File: src/hdl/i2crm_pkg.sv
// ----------------------------------------------------------------------------
// i2crm_pkg
// Shared types, codes and the segment table of the tick-driven I2C master.
// ----------------------------------------------------------------------------
package i2crm_pkg;

    localparam int SEG_W = 5;

    // command codes
    localparam logic [1:0] FUNC_TICK  = 2'd0;
    localparam logic [1:0] FUNC_WRITE = 2'd1;
    localparam logic [1:0] FUNC_READ  = 2'd2;

    // configuration register indexes
    localparam logic CFG_PHASE_TICKS    = 1'b0;
    localparam logic CFG_ACK_POLL_LIMIT = 1'b1;

    localparam logic [7:0] PHASE_TICKS_RESET    = 8'd5;
    localparam logic [7:0] ACK_POLL_LIMIT_RESET = 8'd255;

    // segment numbers of the transaction sequence
    localparam logic [SEG_W-1:0] SEG_IDLE     = 5'd0;
    localparam logic [SEG_W-1:0] SEG_WR_START = 5'd1;
    localparam logic [SEG_W-1:0] SEG_WR_DEV   = 5'd2;
    localparam logic [SEG_W-1:0] SEG_WR_REG   = 5'd4;
    localparam logic [SEG_W-1:0] SEG_WR_DATA  = 5'd6;
    localparam logic [SEG_W-1:0] SEG_RD_START = 5'd9;
    localparam logic [SEG_W-1:0] SEG_RD_DEV   = 5'd10;
    localparam logic [SEG_W-1:0] SEG_RD_REG   = 5'd12;
    localparam logic [SEG_W-1:0] SEG_RD_DEVR  = 5'd15;
    localparam logic [SEG_W-1:0] SEG_RD_BYTE  = 5'd17;
    localparam logic [SEG_W-1:0] SEG_RD_ACK   = 5'd18;
    localparam logic [SEG_W-1:0] SEG_RD_STOP  = 5'd19;
    localparam logic [SEG_W-1:0] SEG_LAST     = 5'd19;

    typedef enum logic [2:0] {
        K_IDLE,
        K_START,
        K_WB,
        K_WA,
        K_RB,
        K_ACK,
        K_STOP
    } kind_t;

    typedef struct packed {
        logic [1:0] func;
        logic [7:0] device_addr;
        logic [7:0] register_addr;
        logic [7:0] wr_data;
        logic [7:0] read_length;
        logic       sda_in;
    } cmd_t;

    typedef struct packed {
        logic       scl_out;
        logic       sda_out;
        logic       sda_drive;
        logic [7:0] rd_data;
        logic       rd_valid;
        logic       rd_last;
        logic       ack_missing;
        logic       busy_res;
        logic       done_res;
    } res_t;

    typedef struct packed {
        logic [7:0] phase_ticks;
        logic [7:0] ack_poll_limit;
    } cfg_t;

    typedef struct packed {
        logic [SEG_W-1:0] seq_step;
        logic [2:0]       sub_step;
        logic [7:0]       phase_count;
        logic [2:0]       bit_index;
        logic [7:0]       shift_byte;
        logic [7:0]       poll_count;
        logic [7:0]       bytes_left;
        logic             is_read;
        logic [7:0]       held_device_addr;
        logic [7:0]       held_register_addr;
        logic [7:0]       held_wr_data;
        logic             scl_level;
        logic             sda_level;
        logic             sda_dir_out;
    } state_t;

    // scl idles high, everything else clear
    localparam state_t STATE_RESET = '{scl_level: 1'b1, default: '0};

    function automatic kind_t kind_of(input logic [SEG_W-1:0] s);
        kind_t k;
        case (s)
            5'd1, 5'd9, 5'd14:                      k = K_START;
            5'd2, 5'd4, 5'd6, 5'd10, 5'd12, 5'd15:  k = K_WB;
            5'd3, 5'd5, 5'd7, 5'd11, 5'd13, 5'd16:  k = K_WA;
            5'd17:                                  k = K_RB;
            5'd18:                                  k = K_ACK;
            5'd8, 5'd19:                            k = K_STOP;
            default:                                k = K_IDLE;
        endcase
        return k;
    endfunction

endpackage

File: src/hdl/i2crm_if.sv
// ----------------------------------------------------------------------------
// i2crm_if
// Valid/ready channels of the I2C master: command ticks, results, config.
// ----------------------------------------------------------------------------
interface i2crm_cmd_if;
    logic       valid;
    logic       ready;
    logic [1:0] func;
    logic [7:0] device_addr;
    logic [7:0] register_addr;
    logic [7:0] wr_data;
    logic [7:0] read_length;
    logic       sda_in;

    modport source
    (
        output valid, func, device_addr, register_addr, wr_data, read_length, sda_in,
        input  ready
    );
    modport sink
    (
        input  valid, func, device_addr, register_addr, wr_data, read_length, sda_in,
        output ready
    );
endinterface

interface i2crm_res_if;
    logic       valid;
    logic       ready;
    logic       scl_out;
    logic       sda_out;
    logic       sda_drive;
    logic [7:0] rd_data;
    logic       rd_valid;
    logic       rd_last;
    logic       ack_missing;
    logic       busy_res;
    logic       done_res;

    modport source
    (
        output valid, scl_out, sda_out, sda_drive, rd_data, rd_valid, rd_last,
               ack_missing, busy_res, done_res,
        input  ready
    );
    modport sink
    (
        input  valid, scl_out, sda_out, sda_drive, rd_data, rd_valid, rd_last,
               ack_missing, busy_res, done_res,
        output ready
    );
endinterface

interface i2crm_cfg_if;
    logic       valid;
    logic       ready;
    logic       addr;
    logic [7:0] data;

    modport source
    (
        output valid, addr, data,
        input  ready
    );
    modport sink
    (
        input  valid, addr, data,
        output ready
    );
endinterface

File: src/hdl/i2crm_cfg_regs.sv
// ----------------------------------------------------------------------------
// i2crm_cfg_regs
// Configuration registers: phase length and acknowledge poll limit.
// ----------------------------------------------------------------------------
module i2crm_cfg_regs
(
    input  logic              clk,
    input  logic              rst_n,
    i2crm_cfg_if.sink         cfg,
    output i2crm_pkg::cfg_t   cfg_val
);
    import i2crm_pkg::*;

    logic [7:0] phase_ticks_reg;
    logic [7:0] ack_poll_limit_reg;

    assign cfg.ready = 1'b1;

    always_ff @(posedge clk or negedge rst_n)
    begin
        if (!rst_n)
        begin
            phase_ticks_reg    <= PHASE_TICKS_RESET;
            ack_poll_limit_reg <= ACK_POLL_LIMIT_RESET;
        end
        else if (cfg.valid)
        begin
            case (cfg.addr)
                CFG_PHASE_TICKS:    phase_ticks_reg    <= cfg.data;
                CFG_ACK_POLL_LIMIT: ack_poll_limit_reg <= cfg.data;
                default:            ;
            endcase
        end
    end

    assign cfg_val.phase_ticks    = phase_ticks_reg;
    assign cfg_val.ack_poll_limit = ack_poll_limit_reg;

endmodule

File: src/hdl/i2crm_step.sv
// ----------------------------------------------------------------------------
// i2crm_step
// One bus tick: next sequencer state and the line levels for that tick.
// ----------------------------------------------------------------------------
module i2crm_step
(
    input  i2crm_pkg::state_t st,
    input  i2crm_pkg::cfg_t   cfg_val,
    input  i2crm_pkg::cmd_t   cmd_item,
    output i2crm_pkg::state_t st_next,
    output i2crm_pkg::res_t   res_item
);
    import i2crm_pkg::*;

    function automatic state_t init_segment(input state_t s, input logic [SEG_W-1:0] seg);
        state_t r;
        r = s;
        r.seq_step    = seg;
        r.sub_step    = 3'd0;
        r.bit_index   = 3'd0;
        r.phase_count = 8'd0;
        r.poll_count  = 8'd0;
        case (seg)
            SEG_WR_DEV, SEG_RD_DEV: r.shift_byte = s.held_device_addr;
            SEG_WR_REG, SEG_RD_REG: r.shift_byte = s.held_register_addr;
            SEG_WR_DATA:            r.shift_byte = s.held_wr_data;
            SEG_RD_DEVR:            r.shift_byte = s.held_device_addr | 8'h01;
            default:                r.shift_byte = 8'd0;
        endcase
        return r;
    endfunction

    function automatic state_t advance(input state_t s);
        state_t r;
        if (s.seq_step == SEG_RD_ACK)
            r = init_segment(s, (s.bytes_left != 8'd0) ? SEG_RD_BYTE : SEG_RD_STOP);
        else if (s.seq_step < SEG_LAST)
            r = init_segment(s, s.seq_step + 5'd1);
        else
            r = init_segment(s, SEG_IDLE);
        return r;
    endfunction

    // line changes applied on the first tick of a phase
    function automatic state_t enter_phase(input state_t s);
        state_t r;
        r = s;
        case (kind_of(s.seq_step))
            K_START:
            begin
                if (s.sub_step == 3'd0)
                begin
                    r.sda_dir_out = 1'b1;
                    r.sda_level   = 1'b1;
                end
                else if (s.sub_step == 3'd1)
                    r.scl_level = 1'b1;
                else
                    r.sda_level = 1'b0;
            end
            K_WB:
            begin
                if (s.sub_step == 3'd0)
                begin
                    r.sda_dir_out = 1'b1;
                    r.scl_level   = 1'b0;
                end
                else if (s.sub_step == 3'd1)
                begin
                    r.sda_level  = s.shift_byte[7];
                    r.shift_byte = {s.shift_byte[6:0], 1'b0};
                end
                else if (s.sub_step == 3'd2)
                    r.scl_level = 1'b1;
                else
                    r.scl_level = 1'b0;
            end
            K_WA:
            begin
                if (s.sub_step == 3'd0 || s.sub_step == 3'd4)
                    r.scl_level = 1'b0;
                else if (s.sub_step == 3'd1)
                begin
                    r.sda_level   = 1'b1;
                    r.sda_dir_out = 1'b0;
                end
                else
                    r.scl_level = 1'b1;
            end
            K_RB:
            begin
                if (s.sub_step == 3'd0)
                begin
                    r.sda_dir_out = 1'b0;
                    r.scl_level   = 1'b0;
                end
                else if (s.sub_step == 3'd1)
                    r.scl_level = 1'b1;
                else
                    r.scl_level = 1'b0;
            end
            K_ACK:
            begin
                if (s.sub_step == 3'd0)
                begin
                    r.sda_dir_out = 1'b1;
                    r.scl_level   = 1'b0;
                end
                else if (s.sub_step == 3'd1)
                    r.sda_level = (s.bytes_left > 8'd1) ? 1'b0 : 1'b1;
                else if (s.sub_step == 3'd2)
                    r.scl_level = 1'b1;
                else
                    r.scl_level = 1'b0;
            end
            K_STOP:
            begin
                if (s.sub_step == 3'd0)
                begin
                    r.sda_dir_out = 1'b1;
                    r.scl_level   = 1'b0;
                end
                else if (s.sub_step == 3'd1)
                    r.sda_level = 1'b0;
                else if (s.sub_step == 3'd2)
                    r.scl_level = 1'b1;
                else
                    r.sda_level = 1'b1;
            end
            default: ;
        endcase
        return r;
    endfunction

    state_t     n;
    res_t       o;
    logic       run_phase;
    logic [7:0] lim;
    logic [7:0] shifted;

    always_comb
    begin
        n         = st;
        o         = '0;
        run_phase = 1'b1;
        lim       = (cfg_val.ack_poll_limit != 8'd0) ? cfg_val.ack_poll_limit : 8'd1;
        shifted   = 8'd0;

        // a new command is taken only while idle
        if (n.seq_step == SEG_IDLE &&
            (cmd_item.func == FUNC_WRITE || cmd_item.func == FUNC_READ))
        begin
            n.held_device_addr   = cmd_item.device_addr;
            n.held_register_addr = cmd_item.register_addr;
            n.held_wr_data       = cmd_item.wr_data;
            if (cmd_item.func == FUNC_WRITE)
            begin
                n.is_read    = 1'b0;
                n.bytes_left = 8'd0;
                n         = init_segment(n, SEG_WR_START);
            end
            else
            begin
                n.is_read    = 1'b1;
                n.bytes_left = (cmd_item.read_length != 8'd0) ? cmd_item.read_length : 8'd1;
                n            = init_segment(n, SEG_RD_START);
            end
        end

        if (n.seq_step != SEG_IDLE)
        begin
            o.busy_res = 1'b1;
            // acknowledge poll while scl is high
            if (kind_of(n.seq_step) == K_WA && n.sub_step == 3'd3)
            begin
                if (cmd_item.sda_in)
                begin
                    if (n.poll_count < lim)
                        n.poll_count = n.poll_count + 8'd1;
                    if (n.poll_count >= lim)
                    begin
                        n.scl_level   = 1'b0;
                        o.ack_missing = 1'b1;
                        n             = advance(n);
                    end
                    run_phase = 1'b0;
                end
                else
                begin
                    n.sub_step    = 3'd4;
                    n.phase_count = 8'd0;
                end
            end

            if (run_phase)
            begin
                if (n.phase_count == 8'd0)
                begin
                    n             = enter_phase(n);
                    n.phase_count = (cfg_val.phase_ticks != 8'd0) ? cfg_val.phase_ticks : 8'd1;
                end
                n.phase_count = n.phase_count - 8'd1;
                if (n.phase_count == 8'd0)
                begin
                    case (kind_of(n.seq_step))
                        K_START:
                        begin
                            if (n.sub_step < 3'd2)
                                n.sub_step = n.sub_step + 3'd1;
                            else
                                n = advance(n);
                        end
                        K_WB:
                        begin
                            if (n.sub_step < 3'd2)
                                n.sub_step = n.sub_step + 3'd1;
                            else if (n.sub_step == 3'd2)
                            begin
                                if (n.bit_index == 3'd7)
                                    n.sub_step = 3'd3;
                                else
                                begin
                                    n.bit_index = n.bit_index + 3'd1;
                                    n.sub_step  = 3'd0;
                                end
                            end
                            else
                                n = advance(n);
                        end
                        K_WA:
                        begin
                            if (n.sub_step < 3'd3)
                                n.sub_step = n.sub_step + 3'd1;
                            else
                                n = advance(n);
                        end
                        K_RB:
                        begin
                            if (n.sub_step == 3'd0)
                                n.sub_step = 3'd1;
                            else if (n.sub_step == 3'd1)
                            begin
                                shifted      = {n.shift_byte[6:0], cmd_item.sda_in};
                                n.shift_byte = shifted;
                                if (n.bit_index == 3'd7)
                                begin
                                    o.rd_valid = 1'b1;
                                    o.rd_data  = shifted;
                                    o.rd_last  = (n.bytes_left <= 8'd1);
                                    n.sub_step = 3'd2;
                                end
                                else
                                begin
                                    n.bit_index = n.bit_index + 3'd1;
                                    n.sub_step  = 3'd0;
                                end
                            end
                            else
                                n = advance(n);
                        end
                        K_ACK:
                        begin
                            if (n.sub_step < 3'd3)
                                n.sub_step = n.sub_step + 3'd1;
                            else
                            begin
                                if (n.bytes_left != 8'd0)
                                    n.bytes_left = n.bytes_left - 8'd1;
                                n = advance(n);
                            end
                        end
                        K_STOP:
                        begin
                            if (n.sub_step < 3'd3)
                                n.sub_step = n.sub_step + 3'd1;
                            else
                            begin
                                o.done_res = 1'b1;
                                n          = init_segment(n, SEG_IDLE);
                            end
                        end
                        default: n = init_segment(n, SEG_IDLE);
                    endcase
                end
            end
        end

        o.scl_out   = n.scl_level;
        o.sda_out   = n.sda_level;
        o.sda_drive = n.sda_dir_out;
    end

    assign st_next  = n;
    assign res_item = o;

endmodule

File: src/hdl/i2c_register_master.sv
// ----------------------------------------------------------------------------
// i2c_register_master
// Tick-driven I2C master for single register writes and burst reads.
// ----------------------------------------------------------------------------
// Each command item is one bus tick carrying the sampled SDA level and an
// optional write or burst-read command; every tick yields exactly one result
// item with the SCL/SDA levels, SDA direction and read/status flags. One item
// is accepted per clock cycle while the result side takes results; a stall
// there holds the flow. An input register holds the tick, the sequencer step
// logic works on it, and the result register holds the outcome. Each register
// loads when it is empty or being emptied, so the result register stalling on
// the far side only blocks the input once both stages are full. Configuration
// writes (phase length and acknowledge poll limit) take effect for later ticks.
// ----------------------------------------------------------------------------
module i2c_register_master
(
    input  logic        clk,
    input  logic        rst_n,
    i2crm_cmd_if.sink   cmd,
    i2crm_res_if.source res,
    i2crm_cfg_if.sink   cfg
);
    import i2crm_pkg::*;

    cfg_t   cfg_val;
    state_t st_reg;
    state_t st_next;
    cmd_t   in_item;
    cmd_t   s1_item_reg;
    logic   s1_valid_reg;
    res_t   out_next;
    res_t   out_item_reg;
    logic   out_valid_reg;
    logic   adv;

    i2crm_cfg_regs u_cfg
    (
        .clk     (clk),
        .rst_n   (rst_n),
        .cfg     (cfg),
        .cfg_val (cfg_val)
    );

    i2crm_step u_step
    (
        .st       (st_reg),
        .cfg_val  (cfg_val),
        .cmd_item (s1_item_reg),
        .st_next  (st_next),
        .res_item (out_next)
    );

    assign in_item.func          = cmd.func;
    assign in_item.device_addr   = cmd.device_addr;
    assign in_item.register_addr = cmd.register_addr;
    assign in_item.wr_data       = cmd.wr_data;
    assign in_item.read_length   = cmd.read_length;
    assign in_item.sda_in        = cmd.sda_in;

    // the held tick moves on when the result slot is free or being emptied
    assign adv       = s1_valid_reg && (!out_valid_reg || res.ready);
    assign cmd.ready = !s1_valid_reg || adv;

    always_ff @(posedge clk or negedge rst_n)
    begin
        if (!rst_n)
        begin
            s1_valid_reg  <= 1'b0;
            out_valid_reg <= 1'b0;
            st_reg        <= STATE_RESET;
        end
        else
        begin
            if (cmd.ready)
                s1_valid_reg <= cmd.valid;
            if (adv)
            begin
                st_reg        <= st_next;
                out_valid_reg <= 1'b1;
            end
            else if (res.ready)
                out_valid_reg <= 1'b0;
        end
    end

    always_ff @(posedge clk)
    begin
        if (cmd.ready && cmd.valid)
            s1_item_reg <= in_item;
        if (adv)
            out_item_reg <= out_next;
    end

    assign res.valid       = out_valid_reg;
    assign res.scl_out     = out_item_reg.scl_out;
    assign res.sda_out     = out_item_reg.sda_out;
    assign res.sda_drive   = out_item_reg.sda_drive;
    assign res.rd_data     = out_item_reg.rd_data;
    assign res.rd_valid    = out_item_reg.rd_valid;
    assign res.rd_last     = out_item_reg.rd_last;
    assign res.ack_missing = out_item_reg.ack_missing;
    assign res.busy_res    = out_item_reg.busy_res;
    assign res.done_res    = out_item_reg.done_res;

    // a finished stop leaves the sequencer idle
    a_done_idle: assert property (@(posedge clk) disable iff (!rst_n)
        adv && out_next.done_res |=> st_reg.seq_step == SEG_IDLE)
        else $error("sequencer not idle after stop");

    // an idle sequencer carries no partial phase
    a_idle_clean: assert property (@(posedge clk) disable iff (!rst_n)
        st_reg.seq_step == SEG_IDLE |-> st_reg.sub_step == 3'd0 && st_reg.phase_count == 8'd0)
        else $error("idle sequencer holds phase state");

    // the last-byte flag only comes with a received byte
    a_last_with_byte: assert property (@(posedge clk) disable iff (!rst_n)
        res.valid && res.rd_last |-> res.rd_valid && res.busy_res)
        else $error("rd_last without a received byte");

    // a result register only fills from an advancing tick
    a_out_fill: assert property (@(posedge clk) disable iff (!rst_n)
        !out_valid_reg ##1 out_valid_reg |-> $past(adv))
        else $error("result appeared without an item");

endmodule
File: src/flat_wrapper.sv
// flat-port wrapper written by rule: the top's interface ports become plain ports
module i2c_register_master_flat import i2crm_pkg::*;
  (clk, rst_n, cmd_valid, cmd_func, cmd_device_addr, cmd_register_addr, cmd_wr_data, cmd_read_length, cmd_sda_in, cmd_ready, res_valid, res_scl_out, res_sda_out, res_sda_drive, res_rd_data, res_rd_valid, res_rd_last, res_ack_missing, res_busy_res, res_done_res, res_ready, cfg_valid, cfg_addr, cfg_data, cfg_ready);
  i2crm_cmd_if cmd_i ();
  i2crm_res_if res_i ();
  i2crm_cfg_if cfg_i ();
  input  logic clk;
  input  logic rst_n;
  input wire logic [$bits(cmd_i.valid)-1:0] cmd_valid;
  input wire logic [$bits(cmd_i.func)-1:0] cmd_func;
  input wire logic [$bits(cmd_i.device_addr)-1:0] cmd_device_addr;
  input wire logic [$bits(cmd_i.register_addr)-1:0] cmd_register_addr;
  input wire logic [$bits(cmd_i.wr_data)-1:0] cmd_wr_data;
  input wire logic [$bits(cmd_i.read_length)-1:0] cmd_read_length;
  input wire logic [$bits(cmd_i.sda_in)-1:0] cmd_sda_in;
  output wire logic [$bits(cmd_i.ready)-1:0] cmd_ready;
  output wire logic [$bits(res_i.valid)-1:0] res_valid;
  output wire logic [$bits(res_i.scl_out)-1:0] res_scl_out;
  output wire logic [$bits(res_i.sda_out)-1:0] res_sda_out;
  output wire logic [$bits(res_i.sda_drive)-1:0] res_sda_drive;
  output wire logic [$bits(res_i.rd_data)-1:0] res_rd_data;
  output wire logic [$bits(res_i.rd_valid)-1:0] res_rd_valid;
  output wire logic [$bits(res_i.rd_last)-1:0] res_rd_last;
  output wire logic [$bits(res_i.ack_missing)-1:0] res_ack_missing;
  output wire logic [$bits(res_i.busy_res)-1:0] res_busy_res;
  output wire logic [$bits(res_i.done_res)-1:0] res_done_res;
  input wire logic [$bits(res_i.ready)-1:0] res_ready;
  input wire logic [$bits(cfg_i.valid)-1:0] cfg_valid;
  input wire logic [$bits(cfg_i.addr)-1:0] cfg_addr;
  input wire logic [$bits(cfg_i.data)-1:0] cfg_data;
  output wire logic [$bits(cfg_i.ready)-1:0] cfg_ready;
  assign cmd_i.valid = cmd_valid;
  assign cmd_i.func = cmd_func;
  assign cmd_i.device_addr = cmd_device_addr;
  assign cmd_i.register_addr = cmd_register_addr;
  assign cmd_i.wr_data = cmd_wr_data;
  assign cmd_i.read_length = cmd_read_length;
  assign cmd_i.sda_in = cmd_sda_in;
  assign cmd_ready = cmd_i.ready;
  assign res_valid = res_i.valid;
  assign res_scl_out = res_i.scl_out;
  assign res_sda_out = res_i.sda_out;
  assign res_sda_drive = res_i.sda_drive;
  assign res_rd_data = res_i.rd_data;
  assign res_rd_valid = res_i.rd_valid;
  assign res_rd_last = res_i.rd_last;
  assign res_ack_missing = res_i.ack_missing;
  assign res_busy_res = res_i.busy_res;
  assign res_done_res = res_i.done_res;
  assign res_i.ready = res_ready;
  assign cfg_i.valid = cfg_valid;
  assign cfg_i.addr = cfg_addr;
  assign cfg_i.data = cfg_data;
  assign cfg_ready = cfg_i.ready;
  i2c_register_master u_core (.clk(clk), .rst_n(rst_n), .cmd(cmd_i), .res(res_i), .cfg(cfg_i));
endmodule
File: config.mk
export PLATFORM = sky130hd
export DESIGN_NAME = i2c_register_master_flat
export DESIGN_NICKNAME = d
export VERILOG_FILES = /design/src/hdl/i2crm_pkg.sv /design/src/hdl/i2crm_if.sv /design/src/hdl/i2crm_cfg_regs.sv /design/src/hdl/i2crm_step.sv /design/src/hdl/i2c_register_master.sv /design/src/flat_wrapper.sv
export SDC_FILE = /design/constraint.sdc
export NUM_CORES = 1
export LEC_CHECK = 0
export ABC_AREA = 1
export BUFFER_PORTS_ARGS = -buffer_cell sky130_fd_sc_hd__clkbuf_2
export CAP_MARGIN = 5
export CELL_PAD_IN_SITES_DETAIL_PLACEMENT = 0
export CELL_PAD_IN_SITES_GLOBAL_PLACEMENT = 1
export CORE_MARGIN = 2
export CORE_UTILIZATION = 30
export CTS_BUF_LIST = sky130_fd_sc_hd__clkbuf_16
export CTS_CLUSTER_SIZE = 10
export DETAILED_ROUTE_END_ITERATION = 16
export GPL_TIMING_DRIVEN = 0
export PLACE_DENSITY_LB_ADDON = 0.1
export REMOVE_ABC_BUFFERS = 1
export SYNTH_ARGS = -nofsm -noshare
export SYNTH_HDL_FRONTEND = slang
export SYNTH_SLANG_ARGS = --single-unit
File: constraint.sdc
create_clock -name clk -period 7.5 [get_ports clk]
set_input_delay 1.5 -clock clk [delete_from_list [all_inputs] [get_ports clk]]
set_output_delay 1.5 -clock clk [all_outputs]
set_load 0.02 [all_outputs]
==> results.cfg, run 1 <==
[critical_path]
worstSetupEndpoint = u_core.res.scl_out
cp-end-kind = register
timing.critical_path.required_ps = 7650
crit_arrival_ps = 7080
regToRegEndpoint = u_core.res.scl_out
rrSetupSlack_ps = 570
timing.critical_path.depth = 39
worst_path_max_delay_cell = sky130_fd_sc_hd__edfxtp_1
critical_path.startpoint_type = register
ff2ff_path_depth = 39
critical_path.top_delay_family = simple AND/OR/NAND/NOR gates
criticalPathCategory = reg2reg
critPathBufInv = 9
critical_path.max_stage_delay_ps = 370
crit_path_start = u_core.s1_item_reg[33]
crit_path_frequent_cell = sky130_fd_sc_hd__nand2_1
crit_path_max_fanout = 11
reg_to_reg_critical_path_startpoint = u_core.s1_item_reg[33]

[floorplan]
fp-row-count = 68
fp.coreArea_um2 = 34600
die_width_um = 192
dieHeight_um = 192
floorplan.initialDensity_pct = 30.5
num_io_pins = 68
dieArea_um2 = 36700

[power]
power_density_normalized_to_cell_area_nw_per_um2 = 415
share_comb_of_total_power_pct = 61.8
power.leakage_nw = 6.11
netSwitchingPower_mw = 2.68
power.share.clock_pct = 16.6
peakVddDrop_uv = 213
power.share.switching_pct = 53.1
sequential_share_of_power_pct = 21.7
total_power_mw = 5.04
intPower_mw = 2.36

[clock_network]
cts.hold.buffers_added = 0
cts.path.max_buffers = 2
cts-buffers-inserted = 17
cts-root-buf = sky130_fd_sc_hd__clkbuf_16
worst_skew_pair_latency_ps = 460
clk_pin_slew_ps = 60
cts-htree-levels = 4
tritoncts_num_sinks = 139
tritoncts = done

[placed_design]
dpl.hpwl_um = 24700
dp_cell_count = 1987
io_buffers = 66
globalplace.congestion = 0.887

[timing]
hold_slack_ps = 481
final.period_utilization_pct = 92.3
worst_pin_slew_ps = 1290
relSlewSlack_pct = 13.9
fmaxAchievable_mhz = 144
setup_viol = 0
finalClockSkew_ps = 12.4
finalHoldViolCount = 0
unrepaired_setup_endpoints_after_global_routing = yes
final_period_minus_worst_setup_slack_ps = 6930
sum_neg_setup_slack_ps = 0
drv_slew = 0

[drt]
avgRoutedWirePerCell_um = 17.4
drtPass1Iterations = 5
drt.antenna.violating_nets = 0
drtIter0Drc = 626
vias = 10132
route.detailed.vias_per_inst = 4.95
drt_wl_total_um = 35700
drc = 0

[logic_synthesis]
edff_count_synth = 51
sequential_cell_area_fraction_in_the_yosys_report_pct = 35.5
syn-cell-area_um2 = 10600
synth_seq_cells = 139
post_synth_num_cell_types = 60
synthArstFlopShare_pct = 63.3
synthesis.instances = 1511
synth_area_per_cell_um2 = 6.99
total_number_of_yosys_warnings = 0
yosys_most_used_dff = sky130_fd_sc_hd__dfrtp_1

[outcome]
status = complete, no violations

[layout]
antenna-diode-count = 0
numnets_final = 1666
layout-area-overhead-vs-synth_pct = 14.9
fillerInstances = 3746
post_route_cells_drive_above_1_share_pct = 16.3
final-seq-area_um2 = 3750
area_of_the_multi_input_gates_um2 = 5970
layoutNonFillerInstCount = 2048
largest_reg_flops = 70

[grt]
grt_antenna_before_repair = 0
track_usage_pct = 20.3
grt_start_max_net_pins = 89
grt_pass1_vias = 9922
global_route_wire_length_before_repair_um = 56900
grt-ovfl-total = 0

[min_path]
hold_path_startpoint = u_core.st_reg[9]
hp-class = reg2reg

[run]
cap_viol_max_count = 0
==> metal layers <==
| metal | track usage, % | part of all wire [%] | vias to the layer above |
|---|---|---|---|
| met2 | 31.7 | 44 | 191 |
| met3 | 2.96 | 3.9 | 37 |
| met1 | 28.7 | 50 | 4776 |
| met4 | 6.83 | 2.2 | 0 |
| met5 | 0 | 0 | - |
| li1 | - | - | 5128 |
==> layout make-up <==
class / instances / share of cell area [%]
clock buffers: 17 / 3.51
clock inverters: 15 / 1.09
inverters: 188 / 5.82
well taps: 455 / 4.69
flip-flops and latches: 139 / 30.9
multi-input cells: 1139 / 49.2
repair buffers: 95 / 4.86
==> layout by cell type, fill, tap and decap left out, types with 5 or more instances in the layout <==
cell type,count
sky130_fd_sc_hd__nand4_1,30
sky130_fd_sc_hd__o21ai_0,123
sky130_fd_sc_hd__nor2_1,92
sky130_fd_sc_hd__nand2_4,7
sky130_fd_sc_hd__nand3_2,8
sky130_fd_sc_hd__a21oi_2,7
sky130_fd_sc_hd__edfxtp_1,51
sky130_fd_sc_hd__nor2_2,9
sky130_fd_sc_hd__nor2_4,9
sky130_fd_sc_hd__dfrtp_1,77
sky130_fd_sc_hd__o211ai_1,6
sky130_fd_sc_hd__clkbuf_2,65
sky130_fd_sc_hd__inv_2,26
sky130_fd_sc_hd__o22ai_1,14
sky130_fd_sc_hd__buf_4,27
sky130_fd_sc_hd__or2_2,17
sky130_fd_sc_hd__o21bai_1,6
sky130_fd_sc_hd__nand2_1,467
sky130_fd_sc_hd__inv_1,161
sky130_fd_sc_hd__o221ai_1,7
sky130_fd_sc_hd__a21oi_1,79
sky130_fd_sc_hd__ha_1,37
sky130_fd_sc_hd__o21ai_1,31
sky130_fd_sc_hd__nand2_2,18
sky130_fd_sc_hd__dfstp_2,11
sky130_fd_sc_hd__xor2_1,8
sky130_fd_sc_hd__a211oi_1,5
sky130_fd_sc_hd__nand3_1,107
sky130_fd_sc_hd__clkbuf_16,17
==> through the flow <==
stage               setup slack (ps)  util, %  cell area [um2]
global route                   -52.9     35.0            12100
CTS                             16.7     34.4            11900
global placement               -2300     32.4            11200
detailed placement             -2190     32.5            11300
finish                           574     35.0            12100
floorplan                        938        -            10300
==> worst min path at each step <==
stage                                   end  slack, ps  depth (start not counted)
after detailed placement   u_core.st_reg[9]        470                          2
after CTS                  u_core.st_reg[9]        480                          2
after global routing       u_core.st_reg[9]        500                          2
after global placement    u_core.st_reg[22]        460                          2
after floorplan           u_core.st_reg[12]        450                          2
final                      u_core.st_reg[9]        480                          2
==> cell usage after synthesis, types with 2 or more instances <==
| master | number | area share (%) |
|---|---|---|
| sky130_fd_sc_hd__clkbuf_1 | 26 | 0.92 |
| sky130_fd_sc_hd__dfrtp_1 | 77 | 18 |
| sky130_fd_sc_hd__o221ai_1 | 7 | 0.58 |
| sky130_fd_sc_hd__o21bai_1 | 6 | 0.43 |
| sky130_fd_sc_hd__nand2_2 | 16 | 0.95 |
| sky130_fd_sc_hd__nor2_4 | 6 | 0.64 |
| sky130_fd_sc_hd__inv_1 | 164 | 5.8 |
| sky130_fd_sc_hd__o31ai_1 | 2 | 0.14 |
| sky130_fd_sc_hd__xnor2_1 | 2 | 0.17 |
| sky130_fd_sc_hd__o21a_1 | 2 | 0.14 |
| sky130_fd_sc_hd__nand2_1 | 472 | 17 |
| sky130_fd_sc_hd__o211ai_1 | 6 | 0.43 |
| sky130_fd_sc_hd__nand3b_1 | 3 | 0.21 |
| sky130_fd_sc_hd__mux2i_1 | 4 | 0.38 |
| sky130_fd_sc_hd__dfstp_2 | 11 | 2.7 |
| sky130_fd_sc_hd__buf_1 | 4 | 0.14 |
| sky130_fd_sc_hd__nor3_1 | 4 | 0.19 |
| sky130_fd_sc_hd__nor2_2 | 7 | 0.41 |
| sky130_fd_sc_hd__nand4_1 | 30 | 1.8 |
| sky130_fd_sc_hd__xor2_1 | 8 | 0.66 |
| sky130_fd_sc_hd__buf_4 | 6 | 0.43 |
| sky130_fd_sc_hd__ha_1 | 37 | 4.4 |
| sky130_fd_sc_hd__nor4_1 | 4 | 0.24 |
| sky130_fd_sc_hd__nand3_2 | 7 | 0.66 |
| sky130_fd_sc_hd__a21oi_1 | 79 | 3.7 |
| sky130_fd_sc_hd__edfxtp_1 | 51 | 15 |
| sky130_fd_sc_hd__buf_6 | 6 | 0.64 |
| sky130_fd_sc_hd__o41ai_4 | 2 | 0.52 |
| sky130_fd_sc_hd__nor2_1 | 97 | 3.4 |
| sky130_fd_sc_hd__nand2_4 | 4 | 0.43 |
| sky130_fd_sc_hd__nand3_1 | 108 | 5.1 |
| sky130_fd_sc_hd__o22ai_1 | 14 | 0.83 |
| sky130_fd_sc_hd__o21ai_0 | 124 | 5.9 |
| sky130_fd_sc_hd__o21ai_2 | 3 | 0.25 |
| sky130_fd_sc_hd__nor2_8 | 3 | 0.57 |
| sky130_fd_sc_hd__a211oi_1 | 5 | 0.36 |
| sky130_fd_sc_hd__or2_2 | 17 | 1.0 |
| sky130_fd_sc_hd__o2111ai_1 | 2 | 0.17 |
| sky130_fd_sc_hd__buf_2 | 4 | 0.19 |
| sky130_fd_sc_hd__nand3_4 | 2 | 0.33 |
| sky130_fd_sc_hd__nand4_2 | 2 | 0.24 |
| sky130_fd_sc_hd__o21ai_1 | 31 | 1.5 |
| sky130_fd_sc_hd__a21oi_2 | 7 | 0.58 |
| sky130_fd_sc_hd__inv_2 | 23 | 0.82 |
==> worst reg2reg max path, delay by kind of cell (launching register included) <==
kind            cells  cell delay (ps)
flops               1              370
simple gates       21             2860
xor+xnor            1              230
fa+ha+maj           3              990
compound gates      5              920
buf+inv             9             1290
==> kinds of logic (layout without fill, tap and decap cells) <==
group                    count (synthesis)  in the layout  share of synthesized area, %
AND/OR/NAND/NOR                        786            788                          33.4
AO/OA/AOI/OAI                          298            298                          16.3
buffers and inverters                  235            315                          9.10
flip-flops                             139            139                          35.5
adder cells (fa/ha/maj)                 37             37                          4.38
XOR/XNOR                                11             11                         0.984
multiplexers                             4              4                         0.379
other                                    1              1                        0.0355
==> timing repair <==
action | CTS | global route
gates cloned | 2 | 0
gates resized for setup | 10 | 13
setup buffers | 5 | 22
setup endpoints to repair | 54 | 54
pin swaps | 3 | 8
==> power groups by stage <==
| stage | Clock, mW | Sequential [mW] | Combinational (mW) |
|---|---|---|---|
| after CTS | 0.861 | 1.09 | 3.00 |
| final | 0.835 | 1.09 | 3.11 |
| after global placement | 0 | 1.10 | 2.93 |
| after detailed placement | 0 | 1.10 | 2.93 |
| after global routing | 0.887 | 1.11 | 3.54 |
| after floorplan | 0 | 1.09 | 2.12 |
(Power assumes the default switching activity.)
==> inputs of run 2 (changes only) <==
- SKIP_CTS_REPAIR_TIMING: not set -> 1
- clock period: 7.5 -> 6.5 ns (I/O delays scaled with it)
==> run 2 against run 1 <==
Compared with the run above: clock skew fell by 1.2 ps; largest power group unchanged; combinational power increased by 38%; cell area grew 8.6%; register-to-register slack worse by 390 ps; critical path depth shrank 1; fmax rose by 9.6%; flip-flop and latch count stayed put; wire length rose by 2.6%; hold slack improved by 1.6 ps; die area unchanged; non-clock buffer count up 55; critical endpoint unchanged.
==> results.cfg, run 2 (synthesis results as in run 1) <==
[outcome]
status = complete, no violations

[layout]
largest_reg_flops = 70
postLayoutCoreUtil_pct = 38.1
antenna-diode-count = 0
layout_commonest_cell = sky130_fd_sc_hd__nand2_1
area_of_the_multi_input_gates_um2 = 6520
final-seq-area_um2 = 3750
layout-area-overhead-vs-synth_pct = 24.9
mostFrequentLayoutCells = sky130_fd_sc_hd__nand2_1 (442), sky130_fd_sc_hd__inv_1 (148), sky130_fd_sc_hd__o21ai_0 (116)
post_route_cells_drive_above_1_share_pct = 24.2
fillerInstances = 3682
numnets_final = 1723

[critical_path]
rrSetupSlack_ps = 180
critical_path.max_stage_delay_ps = 380
critical_path.startpoint_type = register
timing.critical_path.required_ps = 6650
reg_to_reg_critical_path_startpoint = u_core.s1_item_reg[34]
worst_path_max_delay_cell = sky130_fd_sc_hd__edfxtp_1
critical_path.top_delay_family = simple AND/OR/NAND/NOR gates
criticalPathCategory = reg2reg
crit_path_max_fanout = 8
crit_arrival_ps = 6470
regToRegEndpoint = u_core.res.scl_out
cp-end-kind = register
ff2ff_path_depth = 38
critPathBufInv = 8

[clock_network]
cts-buffers-inserted = 17
cts-root-buf = sky130_fd_sc_hd__clkbuf_16
clk_pin_slew_ps = 60
tritoncts = done
cts.path.max_buffers = 2
cts-htree-levels = 4
worst_skew_pair_latency_ps = 460
tritoncts_num_sinks = 139

[drt]
drtPass1Iterations = 5
route.detailed.vias_per_inst = 4.98
drt_wl_total_um = 36600
drt.antenna.violating_nets = 0
drtIter0Drc = 621
avgRoutedWirePerCell_um = 17.4
vias = 10489
drc = 0

[floorplan]
floorplan.initialDensity_pct = 30.5
die_width_um = 192
num_io_pins = 68
fp.coreArea_um2 = 34600
fp-row-count = 68
dieHeight_um = 192
dieArea_um2 = 36700

[timing]
sum_neg_setup_slack_ps = 0
final_period_minus_worst_setup_slack_ps = 6320
drv_slew = 0
worst_pin_slew_ps = 1280
finalHoldViolCount = 0
final.period_utilization_pct = 97.2
worst_slack_ps = 183
relSlewSlack_pct = 14.5
finalClockSkew_ps = 11.2
fmaxAchievable_mhz = 158
unrepaired_setup_endpoints_after_global_routing = yes
setup_viol = 0

[placed_design]
dpl.hpwl_um = 24700
io_buffers = 66
globalplace.congestion = 0.887
dp_slack_ps = -3190

[grt]
grt_pass1_vias = 9851
global_route_wire_length_before_repair_um = 55800
grt_antenna_before_repair = 0
grt-ovfl-total = 0
grt_start_max_net_pins = 89
track_usage_pct = 19.8

[min_path]
worst_hold_path.num_cells = 2
hp-class = reg2reg
hold_path_startpoint = u_core.st_reg[9]
timing.hold.worst_endpoint = u_core.st_reg[9]

[power]
total_power_mw = 6.53
peakVddDrop_uv = 259
power.leakage_nw = 6.48
power_density_normalized_to_cell_area_nw_per_um2 = 495

[run]
cap_viol_max_count = 0
[run 2: changes by cell type in the layout (fill, tap and decap cells not counted), moves of 10 or more]
cell	previous run	this run
sky130_fd_sc_hd__ha_1	37	27
sky130_fd_sc_hd__ha_4	0	10
sky130_fd_sc_hd__nand2_1	467	442
sky130_fd_sc_hd__nand2_4	7	21
sky130_fd_sc_hd__inv_1	161	148
sky130_fd_sc_hd__buf_4	27	74
[run 2: worst max path at each step]
stage / from / cells after the start / slack, ps / endpoint
floorplan: u_core.s1_item_reg[33] / 39 / -60 / u_core.res.scl_out
global placement: u_core.s1_item_reg[33] / 39 / -3300 / u_core.res.scl_out
detailed placement: u_core.s1_item_reg[33] / 39 / -3190 / u_core.res.scl_out
CTS: u_core.s1_item_reg[33] / 39 / -3240 / u_core.res.scl_out
global route: u_core.s1_item_reg[34] / 40 / -200 / u_core.res.scl_out
finish: u_core.s1_item_reg[34] / 38 / 180 / u_core.res.scl_out
[run 2: power breakdown]
| group | leakage, nW | internal (mW) | switching, mW |
|---|---|---|---|
| Clock | 0.273 | 0.502 | 0.464 |
| Sequential | 1.60 | 1.13 | 0.138 |
| Combinational | 4.60 | 1.50 | 2.80 |
| Total | 6.48 | 3.13 | 3.40 |
[run 2: metrics by stage]
step                cell area [um2]  hold WS, ps  instances
floorplan                     10300          446       1464
global placement              11200          459       1985
detailed placement            11300          465       1987
CTS                           11800          482       2019
global route                  13200          499       2105
finish                        13200          483       2105
[run 2: layout make-up]
type	count	share of cell area, %
flip-flops and latches	139	28.4
multi-input cells	1141	49.4
well taps	455	4.32
inverters	188	5.56
repair buffers	150	8.06
clock inverters	15	1.01
clock buffers	17	3.23
[run 2: tightest hold or removal path, stage by stage (launching register included)]
cell,delay (ps)
sky130_fd_sc_hd__dfrtp_1,340
sky130_fd_sc_hd__nand2_1,50
sky130_fd_sc_hd__o21ai_0,60
[run 2: layer usage]
layer  track usage [%]  up-vias  wire, um
li1                  -     5255         -
met1              28.1     4972     17800
met2              30.7      229     16500
met3              3.45       33      1590
met4              5.56        0       703
met5                 0        -         0
